## src/hw/rtl/ssaw_pkg.sv

```systemverilog
// Shared types and codes for the session sequencer with ack window.
package ssaw_pkg;

  localparam int unsigned DefWindowBits = 32;
  localparam int unsigned IdW           = 32;
  localparam int unsigned CntW          = 32;
  localparam int unsigned PayW          = 16;
  localparam int unsigned CfgIdxW       = 1;
  localparam int unsigned CfgDataW      = 32;

  typedef enum logic [1:0] {
    MODE_START  = 2'd0,
    MODE_SERVER = 2'd1,
    MODE_SEND   = 2'd2,
    MODE_NONE   = 2'd3
  } mode_e;

  typedef enum logic [1:0] {
    SRV_VERDICT    = 2'd0,
    SRV_DISCONNECT = 2'd1,
    SRV_PONG       = 2'd2,
    SRV_STATS      = 2'd3
  } srv_kind_e;

  typedef enum logic [1:0] {
    MSG_CONNECT    = 2'd0,
    MSG_PING       = 2'd1,
    MSG_STATS      = 2'd2,
    MSG_DISCONNECT = 2'd3
  } msg_kind_e;

  localparam logic [CfgIdxW-1:0] CFG_PING_COUNT   = 1'b0;
  localparam logic [CfgIdxW-1:0] CFG_PAYLOAD_SIZE = 1'b1;

  // classification of an arriving id against the stored latest id
  typedef struct packed {
    logic late;
    logic newer;
  } id_cls_t;

  typedef struct packed {
    mode_e          mode;
    srv_kind_e      server_kind;
    logic           verdict_ok;
    logic [IdW-1:0] server_msg_id;
  } item_t;

  typedef struct packed {
    logic            msg_valid;
    msg_kind_e       msg_kind;
    logic [IdW-1:0]  msg_id;
    logic [31:0]     ack_bits;
    logic [IdW-1:0]  latest_seen_id;
    logic [PayW-1:0] payload_length;
    logic            session_running;
    logic            session_connected;
    logic [CntW-1:0] sent_total;
    logic [CntW-1:0] received_total;
    logic [CntW-1:0] dropped_total;
    logic [CntW-1:0] late_total;
  } result_t;

endpackage

```

## src/hw/rtl/ssaw_window.sv

```systemverilog
// Ack window update and drop count for one arriving server id.
module ssaw_window import ssaw_pkg::*; #(
  parameter int unsigned WindowBits = DefWindowBits
) (
  input  logic [WindowBits-1:0] win_i,
  input  logic [IdW-1:0]        latest_i,
  input  logic [IdW-1:0]        id_i,
  output logic [WindowBits-1:0] win_o,
  output id_cls_t               cls_o,
  output logic [CntW-1:0]       drop_inc_o
);

  localparam int unsigned SW = $clog2(WindowBits + 1);
  localparam int unsigned IW = $clog2(WindowBits);
  localparam logic [IdW-1:0] WinId = IdW'(WindowBits);
  localparam logic [WindowBits-1:0] One = {{(WindowBits-1){1'b0}}, 1'b1};

  function automatic logic [SW-1:0] count_ones(input logic [WindowBits-1:0] v);
    logic [SW-1:0] n;
    n = '0;
    for (int i = 0; i < int'(WindowBits); i++) begin
      n = n + SW'(v[i]);
    end
    return n;
  endfunction

  logic [IdW-1:0]        diff, neg, neg_m1, diff_m1, gap;
  logic [SW-1:0]         top, zeros;
  logic [WindowBits-1:0] top_mask, shifted, late_win, new_win;

  assign diff    = id_i - latest_i;
  assign neg     = '0 - diff;
  assign neg_m1  = neg - 1'b1;
  assign diff_m1 = diff - 1'b1;

  assign cls_o.late  = diff[IdW-1];
  assign cls_o.newer = !diff[IdW-1] && (diff != '0);

  // late: mark bit distance-1 if still inside the window
  assign late_win = (neg <= WinId) ? (win_i | (One << neg_m1[IW-1:0])) : win_i;

  // newer: zeros among the top min(d, W) bits leave the window as drops
  assign top      = (diff < WinId) ? diff[SW-1:0] : SW'(WindowBits);
  assign top_mask = ~({WindowBits{1'b1}} >> top);
  assign zeros    = count_ones(~win_i & top_mask);
  assign gap      = (diff_m1 > WinId) ? (diff_m1 - WinId) : '0;

  assign shifted  = (diff >= WinId) ? '0 : (win_i << diff[SW-1:0]);
  assign new_win  = (diff_m1 < WinId) ? (shifted | (One << diff_m1[IW-1:0])) : shifted;

  always_comb begin
    win_o      = win_i;
    drop_inc_o = '0;
    if (cls_o.late) begin
      win_o = late_win;
    end else if (cls_o.newer) begin
      win_o      = new_win;
      drop_inc_o = CntW'(zeros) + gap;
    end
  end

endmodule

```

## src/hw/rtl/ssaw_core.sv

```systemverilog
// Session state, config registers and result formation for one item.
module ssaw_core import ssaw_pkg::*; #(
  parameter int unsigned WindowBits = DefWindowBits
) (
  input  logic                clk_i,
  input  logic                rst_ni,
  input  logic                cfg_we_i,
  input  logic [CfgIdxW-1:0]  cfg_idx_i,
  input  logic [CfgDataW-1:0] cfg_data_i,
  input  logic                fire_i,
  input  item_t               item_i,
  output result_t             result_o
);

  logic [CntW-1:0] ping_count_q;
  logic [PayW-1:0] payload_size_q;

  logic                  running_q, running_d;
  logic                  connected_q, connected_d;
  logic                  stats_q, stats_d;
  logic [CntW-1:0]       pings_q, pings_d;
  logic [IdW-1:0]        next_id_q, next_id_d;
  logic [IdW-1:0]        latest_q, latest_d;
  logic [WindowBits-1:0] win_q, win_d;
  logic [CntW-1:0]       sent_q, sent_d;
  logic [CntW-1:0]       recv_q, recv_d;
  logic [CntW-1:0]       drop_q, drop_d;
  logic [CntW-1:0]       late_q, late_d;

  logic [WindowBits-1:0] win_next;
  id_cls_t               cls;
  logic [CntW-1:0]       drop_inc;
  logic                  take;
  logic                  msg_valid;
  msg_kind_e             msg_kind;
  logic [IdW-1:0]        msg_id;
  logic [PayW-1:0]       plen;

  ssaw_window #(.WindowBits(WindowBits)) u_window (
    .win_i      (win_q),
    .latest_i   (latest_q),
    .id_i       (item_i.server_msg_id),
    .win_o      (win_next),
    .cls_o      (cls),
    .drop_inc_o (drop_inc)
  );

  always_comb begin
    running_d   = running_q;
    connected_d = connected_q;
    stats_d     = stats_q;
    pings_d     = pings_q;
    next_id_d   = next_id_q;
    latest_d    = latest_q;
    win_d       = win_q;
    sent_d      = sent_q;
    recv_d      = recv_q;
    drop_d      = drop_q;
    late_d      = late_q;
    take        = 1'b0;
    msg_valid   = 1'b0;
    msg_kind    = MSG_CONNECT;
    msg_id      = '0;
    plen        = '0;

    unique case (item_i.mode)
      MODE_START: begin
        pings_d     = ping_count_q;
        connected_d = 1'b0;
        latest_d    = '0;
        win_d       = '1;
        next_id_d   = '0;
        sent_d      = '0;
        recv_d      = '0;
        drop_d      = '0;
        late_d      = '0;
        stats_d     = 1'b1;
        running_d   = 1'b1;
      end
      MODE_SERVER: begin
        unique case (item_i.server_kind)
          SRV_VERDICT: begin
            take = item_i.verdict_ok;
            if (item_i.verdict_ok) begin
              connected_d = 1'b1;
            end else begin
              running_d = 1'b0;
            end
          end
          SRV_DISCONNECT: begin
            running_d   = 1'b0;
            connected_d = 1'b0;
          end
          SRV_PONG: begin
            take = 1'b1;
          end
          SRV_STATS: begin
            stats_d = 1'b0;
            take    = 1'b1;
          end
        endcase
        if (take) begin
          recv_d = recv_q + 1'b1;
          late_d = late_q + CntW'(cls.late);
          drop_d = drop_q + drop_inc;
          win_d  = win_next;
          if (cls.newer) begin
            latest_d = item_i.server_msg_id;
          end
        end
      end
      MODE_SEND: begin
        if (running_q) begin
          msg_valid = 1'b1;
          msg_id    = next_id_q;
          next_id_d = next_id_q + 1'b1;
          sent_d    = sent_q + 1'b1;
          if (!connected_q) begin
            msg_kind = MSG_CONNECT;
          end else if (pings_q == '0) begin
            if (stats_q) begin
              msg_kind = MSG_STATS;
            end else begin
              msg_kind  = MSG_DISCONNECT;
              running_d = 1'b0;
            end
          end else begin
            msg_kind = MSG_PING;
            pings_d  = pings_q - 1'b1;
            plen     = payload_size_q;
          end
        end
      end
      MODE_NONE: begin
      end
    endcase
  end

  always_comb begin
    result_o.msg_valid         = msg_valid;
    result_o.msg_kind          = msg_kind;
    result_o.msg_id            = msg_id;
    result_o.ack_bits          = 32'(win_d);
    result_o.latest_seen_id    = latest_d;
    result_o.payload_length    = plen;
    result_o.session_running   = running_d;
    result_o.session_connected = connected_d;
    result_o.sent_total        = sent_d;
    result_o.received_total    = recv_d;
    result_o.dropped_total     = drop_d;
    result_o.late_total        = late_d;
  end

  always_ff @(posedge clk_i or negedge rst_ni) begin
    if (!rst_ni) begin
      ping_count_q   <= '0;
      payload_size_q <= '0;
    end else if (cfg_we_i) begin
      unique case (cfg_idx_i)
        CFG_PING_COUNT:   ping_count_q   <= cfg_data_i[CntW-1:0];
        CFG_PAYLOAD_SIZE: payload_size_q <= cfg_data_i[PayW-1:0];
        default: begin
        end
      endcase
    end
  end

  always_ff @(posedge clk_i or negedge rst_ni) begin
    if (!rst_ni) begin
      running_q   <= 1'b0;
      connected_q <= 1'b0;
      stats_q     <= 1'b1;
      pings_q     <= '0;
      next_id_q   <= '0;
      latest_q    <= '0;
      win_q       <= '0;
      sent_q      <= '0;
      recv_q      <= '0;
      drop_q      <= '0;
      late_q      <= '0;
    end else if (fire_i) begin
      running_q   <= running_d;
      connected_q <= connected_d;
      stats_q     <= stats_d;
      pings_q     <= pings_d;
      next_id_q   <= next_id_d;
      latest_q    <= latest_d;
      win_q       <= win_d;
      sent_q      <= sent_d;
      recv_q      <= recv_d;
      drop_q      <= drop_d;
      late_q      <= late_d;
    end
  end

endmodule

```

## src/hw/rtl/session_sequencer_ack_window.sv

```systemverilog
// Top level of the client session sequencer with sliding ack window.
//
//  channel | direction | handshake            | payload
//  --------+-----------+----------------------+-------------------------------------------
//  in      | sink      | in_valid_i/in_stall_o | mode, server_kind, verdict_ok, server_msg_id
//  out     | source    | out_valid_o/out_stall_i | msg_*, ack_bits, status, four counters
//  cfg     | sink      | cfg_valid_i/cfg_ready_o | cfg_index_i, cfg_data_i
//
// One item per cycle sustained while out_stall_i is low. An item is held in the
// input register, then the window/counter logic updates the session state and
// loads the result register, which drives out_valid_o and the result outputs.
// Reset (async, active low) clears state; no clearing pass is needed.
// A stalled result register holds the item in the input register; in_stall_o
// rises only when both registers are full and out_stall_i is high.
// cfg_ready_o is always high; writes are meant for idle periods only.
module session_sequencer_ack_window import ssaw_pkg::*; #(
  parameter int unsigned WindowBits = DefWindowBits
) (
  input  logic                clk_i,
  input  logic                rst_ni,
  // item input
  input  logic                in_valid_i,
  output logic                in_stall_o,
  input  logic [1:0]          mode_i,
  input  logic [1:0]          server_kind_i,
  input  logic                verdict_ok_i,
  input  logic [IdW-1:0]      server_msg_id_i,
  // result output
  output logic                out_valid_o,
  input  logic                out_stall_i,
  output logic                msg_valid_o,
  output logic [1:0]          msg_kind_o,
  output logic [IdW-1:0]      msg_id_o,
  output logic [31:0]         ack_bits_o,
  output logic [IdW-1:0]      latest_seen_id_o,
  output logic [PayW-1:0]     payload_length_o,
  output logic                session_running_o,
  output logic                session_connected_o,
  output logic [CntW-1:0]     sent_total_o,
  output logic [CntW-1:0]     received_total_o,
  output logic [CntW-1:0]     dropped_total_o,
  output logic [CntW-1:0]     late_total_o,
  // config writes
  input  logic                cfg_valid_i,
  output logic                cfg_ready_o,
  input  logic [CfgIdxW-1:0]  cfg_index_i,
  input  logic [CfgDataW-1:0] cfg_data_i
);

  logic    in_vld_q, in_vld_d;
  item_t   item_q;
  logic    out_vld_q, out_vld_d;
  result_t res_q, res_d;
  logic    in_take, fire;

  // stage 2 advances when the result register is empty or draining
  assign fire       = in_vld_q && (!out_vld_q || !out_stall_i);
  assign in_stall_o = in_vld_q && !fire;
  assign in_take    = in_valid_i && !in_stall_o;

  assign cfg_ready_o = 1'b1;

  always_comb begin
    in_vld_d = in_vld_q;
    if (in_take) begin
      in_vld_d = 1'b1;
    end else if (fire) begin
      in_vld_d = 1'b0;
    end
    out_vld_d = out_vld_q;
    if (fire) begin
      out_vld_d = 1'b1;
    end else if (!out_stall_i) begin
      out_vld_d = 1'b0;
    end
  end

  always_ff @(posedge clk_i or negedge rst_ni) begin
    if (!rst_ni) begin
      in_vld_q  <= 1'b0;
      out_vld_q <= 1'b0;
    end else begin
      in_vld_q  <= in_vld_d;
      out_vld_q <= out_vld_d;
    end
  end

  // payload registers, no reset
  always_ff @(posedge clk_i) begin
    if (in_take) begin
      item_q.mode          <= mode_e'(mode_i);
      item_q.server_kind   <= srv_kind_e'(server_kind_i);
      item_q.verdict_ok    <= verdict_ok_i;
      item_q.server_msg_id <= server_msg_id_i;
    end
    if (fire) begin
      res_q <= res_d;
    end
  end

  ssaw_core #(.WindowBits(WindowBits)) u_core (
    .clk_i      (clk_i),
    .rst_ni     (rst_ni),
    .cfg_we_i   (cfg_valid_i && cfg_ready_o),
    .cfg_idx_i  (cfg_index_i),
    .cfg_data_i (cfg_data_i),
    .fire_i     (fire),
    .item_i     (item_q),
    .result_o   (res_d)
  );

  assign out_valid_o         = out_vld_q;
  assign msg_valid_o         = res_q.msg_valid;
  assign msg_kind_o          = res_q.msg_kind;
  assign msg_id_o            = res_q.msg_id;
  assign ack_bits_o          = res_q.ack_bits;
  assign latest_seen_id_o    = res_q.latest_seen_id;
  assign payload_length_o    = res_q.payload_length;
  assign session_running_o   = res_q.session_running;
  assign session_connected_o = res_q.session_connected;
  assign sent_total_o        = res_q.sent_total;
  assign received_total_o    = res_q.received_total;
  assign dropped_total_o     = res_q.dropped_total;
  assign late_total_o        = res_q.late_total;

endmodule

```

## config.mk

```make
export PLATFORM = sky130hd
export DESIGN_NAME = session_sequencer_ack_window
export DESIGN_NICKNAME = d
export VERILOG_FILES = /design/src/hw/rtl/ssaw_pkg.sv /design/src/hw/rtl/ssaw_window.sv /design/src/hw/rtl/ssaw_core.sv /design/src/hw/rtl/session_sequencer_ack_window.sv
export SDC_FILE = /design/constraint.sdc
export NUM_CORES = 2
export LEC_CHECK = 0
export ABC_CLOCK_PERIOD_IN_PS = 15300
export BUFFER_PORTS_ARGS = -buffer_cell sky130_fd_sc_hd__buf_2
export CAP_MARGIN = 20
export CORE_MARGIN = 2
export CORE_UTILIZATION = 50
export DETAILED_ROUTE_END_ITERATION = 7
export PLACE_DENSITY = 0.69
export SYNTH_ARGS = -nofsm -noshare
export SYNTH_HDL_FRONTEND = slang
export SYNTH_SLANG_ARGS = --single-unit
```

## constraint.sdc

```tcl
create_clock -name clk_i -period 15.3 [get_ports clk_i]
set_input_delay 1.53 -clock clk_i [delete_from_list [all_inputs] [get_ports clk_i]]
set_output_delay 1.53 -clock clk_i [all_outputs]
set_load 0.03 [all_outputs]
```

==> flow_metrics.env <==
export IMPL_fmax_mhz=70.1
export IMPL_avgSynthCellArea_um2=9.66
export IMPL_routedWlPerCell_um=19.5
export IMPL_slowest_stage="or4_1"
export IMPL_overflow=0
export IMPL_synth_ff_type="dfrtp_1"
export IMPL_cts_root_buf="clkbuf_16"
export IMPL_syn_instance_count=3684
export IMPL_endpoint_kind="register"
export IMPL_coreArea_um2=70300
export IMPL_drtAntennaViolNets=0
export IMPL_synth_warning_count=0
export IMPL_slew_headroom_pct=26.7
export IMPL_fin_skew_ns=0.0318
export IMPL_finalSetupViolations=0
export IMPL_tns_ns=0
export IMPL_die_w_um=271
export IMPL_clock_path_buffers=3
export IMPL_initial_utilization_pct=50.7
export IMPL_synthTopCellsByCount="nand2_1 (443), nor2_1 (361), dfrtp_1 (308)"
export IMPL_synth_cell_types=112
export IMPL_arrival_ns=14.66
export IMPL_critical_path_class="register to register"
export IMPL_fin_crit_ns=14.28
export IMPL_gp_congestion=0.953
export IMPL_cts_sinks=591
export IMPL_gr_usage_met3_pct=3.29
export IMPL_cts_tree="done"
export IMPL_dp_hpwl_um=67800
export IMPL_async_reset_ff_share_pct=52.3
export IMPL_final_nets=4105
export IMPL_cts_htree_levels=2
export IMPL_syn_area_um2=35600
export IMPL_hp_class="register to register"
export IMPL_rsz0062_at_grt="no"
export IMPL_clock_latency_ns=0.66
export IMPL_period_share_pct=93.3
export IMPL_synth_top_area_share_pct=23.8
export IMPL_die_h_um=271
export IMPL_ys_seq_area_share_pct=45.5
export IMPL_ios=323
export IMPL_synth_edf_count=282
export IMPL_grt_pass1_wl_um=152000
export IMPL_drt_wl_total_um=95700
export IMPL_path_max_fanout=11
export IMPL_status="completed"
export IMPL_cts_made_buffers=61
export IMPL_rows=97
export IMPL_vias=28900
export IMPL_post_route_cells_drive_above_1_share_pct=17.3
export IMPL_synth_most_common_cell="nand2_1"
export IMPL_portBuffers=321
export IMPL_drt_initial_drc_count=2872
export IMPL_gr_usage_met2_pct=40.4
export IMPL_max_cap_violations=0
export IMPL_drc=0
export IMPL_slew_viol_final=0
export IMPL_yosys_top_cells_area="edfxtp_1 (24%), dfrtp_1 (22%), nand2_1 (4.7%), nor2_1 (3.8%), a22o_1 (3.6%)"
export IMPL_worst_pin_slew_ns=1.10
export IMPL_critPathMostFrequentCell="fa_1"
export IMPL_drt_vias_per_instance=5.90
export IMPL_grt_busiest_layer="met2"
export IMPL_dieArea_um2=73300
export IMPL_report_final_hold_viol_count=0
export IMPL_clk_pin_slew_ns=0.07
export IMPL_fin_cells=4906
export IMPL_grt_pass1_vias=27400
export IMPL_dpl_cell_count=4787
export IMPL_antenna_found_initial=3
export IMPL_grt_total_usage_pct=25.5
export IMPL_area_delta_synth_final_pct=13.1
export IMPL_cpPeakStageDelay_ns=0.62
export IMPL_dr_pass1_iters=6
export IMPL_synth_area_leader_cell="edfxtp_1"
export IMPL_syn_num_nets=3879
export IMPL_grt_use_met1_pct=36.4
export IMPL_critPathLaunchType="register"
export IMPL_required_ns=15.69
export IMPL_ys_ff_latch=591
export IMPL_grt_max_degree=156
==> layer usage <==
layer	routed length, um	part of all wire (%)	up-vias
met5	0	0	-
met4	2850	3.0	0
met3	5580	5.8	164
met2	44000	46	940
met1	43300	45	13900
li1	-	-	13900
==> metrics by stage <==
| stage | util (%) | area (um2) | hold slack, ns | setup slack [ns] |
|---|---|---|---|---|
| 2_1_floorplan | - | 35600 | 0.456 | 1.90 |
| 3_3_place_gp | 54.2 | 38100 | 0.479 | 1.17 |
| 3_5_place_dp | 54.2 | 38100 | 0.485 | 0.973 |
| 4_1_cts | 57.3 | 40200 | 0.500 | 0.954 |
| 5_1_grt | 57.3 | 40300 | 0.508 | 0.000453 |
| 6_report | 57.3 | 40300 | 0.496 | 1.02 |
==> critical path, delay by kind of cell, from the launching register on <==
family | cells | cell delay, ns
AO/OA/AOI/OAI | 21 | 5.07
AND/OR/NAND/NOR | 14 | 3.99
adder cells (fa/ha/maj) | 9 | 4.20
buffers and inverters | 3 | 0.15
flip-flops | 1 | 0.42
XOR/XNOR | 1 | 0.18
==> cells by family (layout without fill, tap and decap cells) <==
kind of cell / count (synthesis) / after routing / share of synthesized area [%]
AOI/OAI and AO/OA: 926 / 926 / 17.7
xor gates and xnor gates: 227 / 227 / 5.68
other: 1 / 4 / 0.0105
DFF: 591 / 591 / 45.5
buffers and inverters: 321 / 600 / 3.50
adders and majority gates: 120 / 120 / 4.81
muxes: 126 / 126 / 4.09
and+or+nand+nor: 1372 / 1372 / 18.7
==> flip-flops by register name (all words and copies together) (netlist names), 2 cells and up <==
signal,flops
item_q,37
ack_bits_o,32
dropped_total_o,32
late_total_o,32
latest_seen_id_o,32
msg_id_o,32
received_total_o,32
sent_total_o,32
u_core.drop_q,32
u_core.late_q,32
u_core.latest_q,32
u_core.next_id_q,32
u_core.ping_count_q,32
u_core.pings_q,32
u_core.recv_q,32
u_core.sent_q,32
u_core.win_q,32
payload_length_o,16
u_core.payload_size_q,16
msg_kind_o,2
==> cell usage in the layout, fill, tap and decap left out, types with 23 or more instances in the layout <==
cell       synthesis  layout
nand2_1          443     442
nor2_1           361     352
buf_2             13     320
dfrtp_1          308     308
edfxtp_1         282     282
o21ai_0          196     195
a21oi_1          191     190
a22o_1           147     147
xnor2_1          116     115
nand3_1          108     108
inv_1            107     106
xor2_1           108     106
o31ai_1          105     105
nor3_1           100     100
ha_1              92      91
mux2_2            87      87
and3_1            76      76
clkbuf_16          0      61
buf_4              1      55
a21o_1            41      41
and2_1            39      38
nand4_1           38      38
or3_1             34      34
nand2b_1          33      32
mux2i_1           32      32
fa_1              28      28
o211ai_1          24      24
a31oi_1           24      24
o21ai_1           22      23
==> timing repair <==
action	4_1_cts	5_1_grt
setup endpoints to repair	0	2
buffers inserted	0	0
gates resized for setup	0	1
hold buffers	0	0
==> area by class of cell <==
cell class / count / area (um2)
fill: 6191 / 30000
multi-input combinational: 2772 / 18300
sequential: 591 / 16200
timing repair buffer: 377 / 2050
clock buffer: 74 / 1610
tap: 940 / 1180
clock inverter: 42 / 556
inverter: 107 / 409
antenna: 3 / 7.51
==> worst paths after layout <==
check	from	end	slack [ns]	depth (start not counted)
max in group asynchronous	rst_ni	u_core.payload_size_q[14]	12.67	3
hold reg to reg	u_core.payload_size_q[15]	u_core.payload_size_q[15]	0.50	1
setup reg to reg	item_q[4]	dropped_total_o[31]	1.02	48
hold / removal	u_core.payload_size_q[15]	u_core.payload_size_q[15]	0.50	1
setup / recovery	item_q[4]	dropped_total_o[31]	1.02	48
min in group asynchronous	rst_ni	u_core.late_q[9]	0.80	1
Power is not shown: default switching activity piles up to over one toggle a cycle in this logic, so the estimate is an artifact.
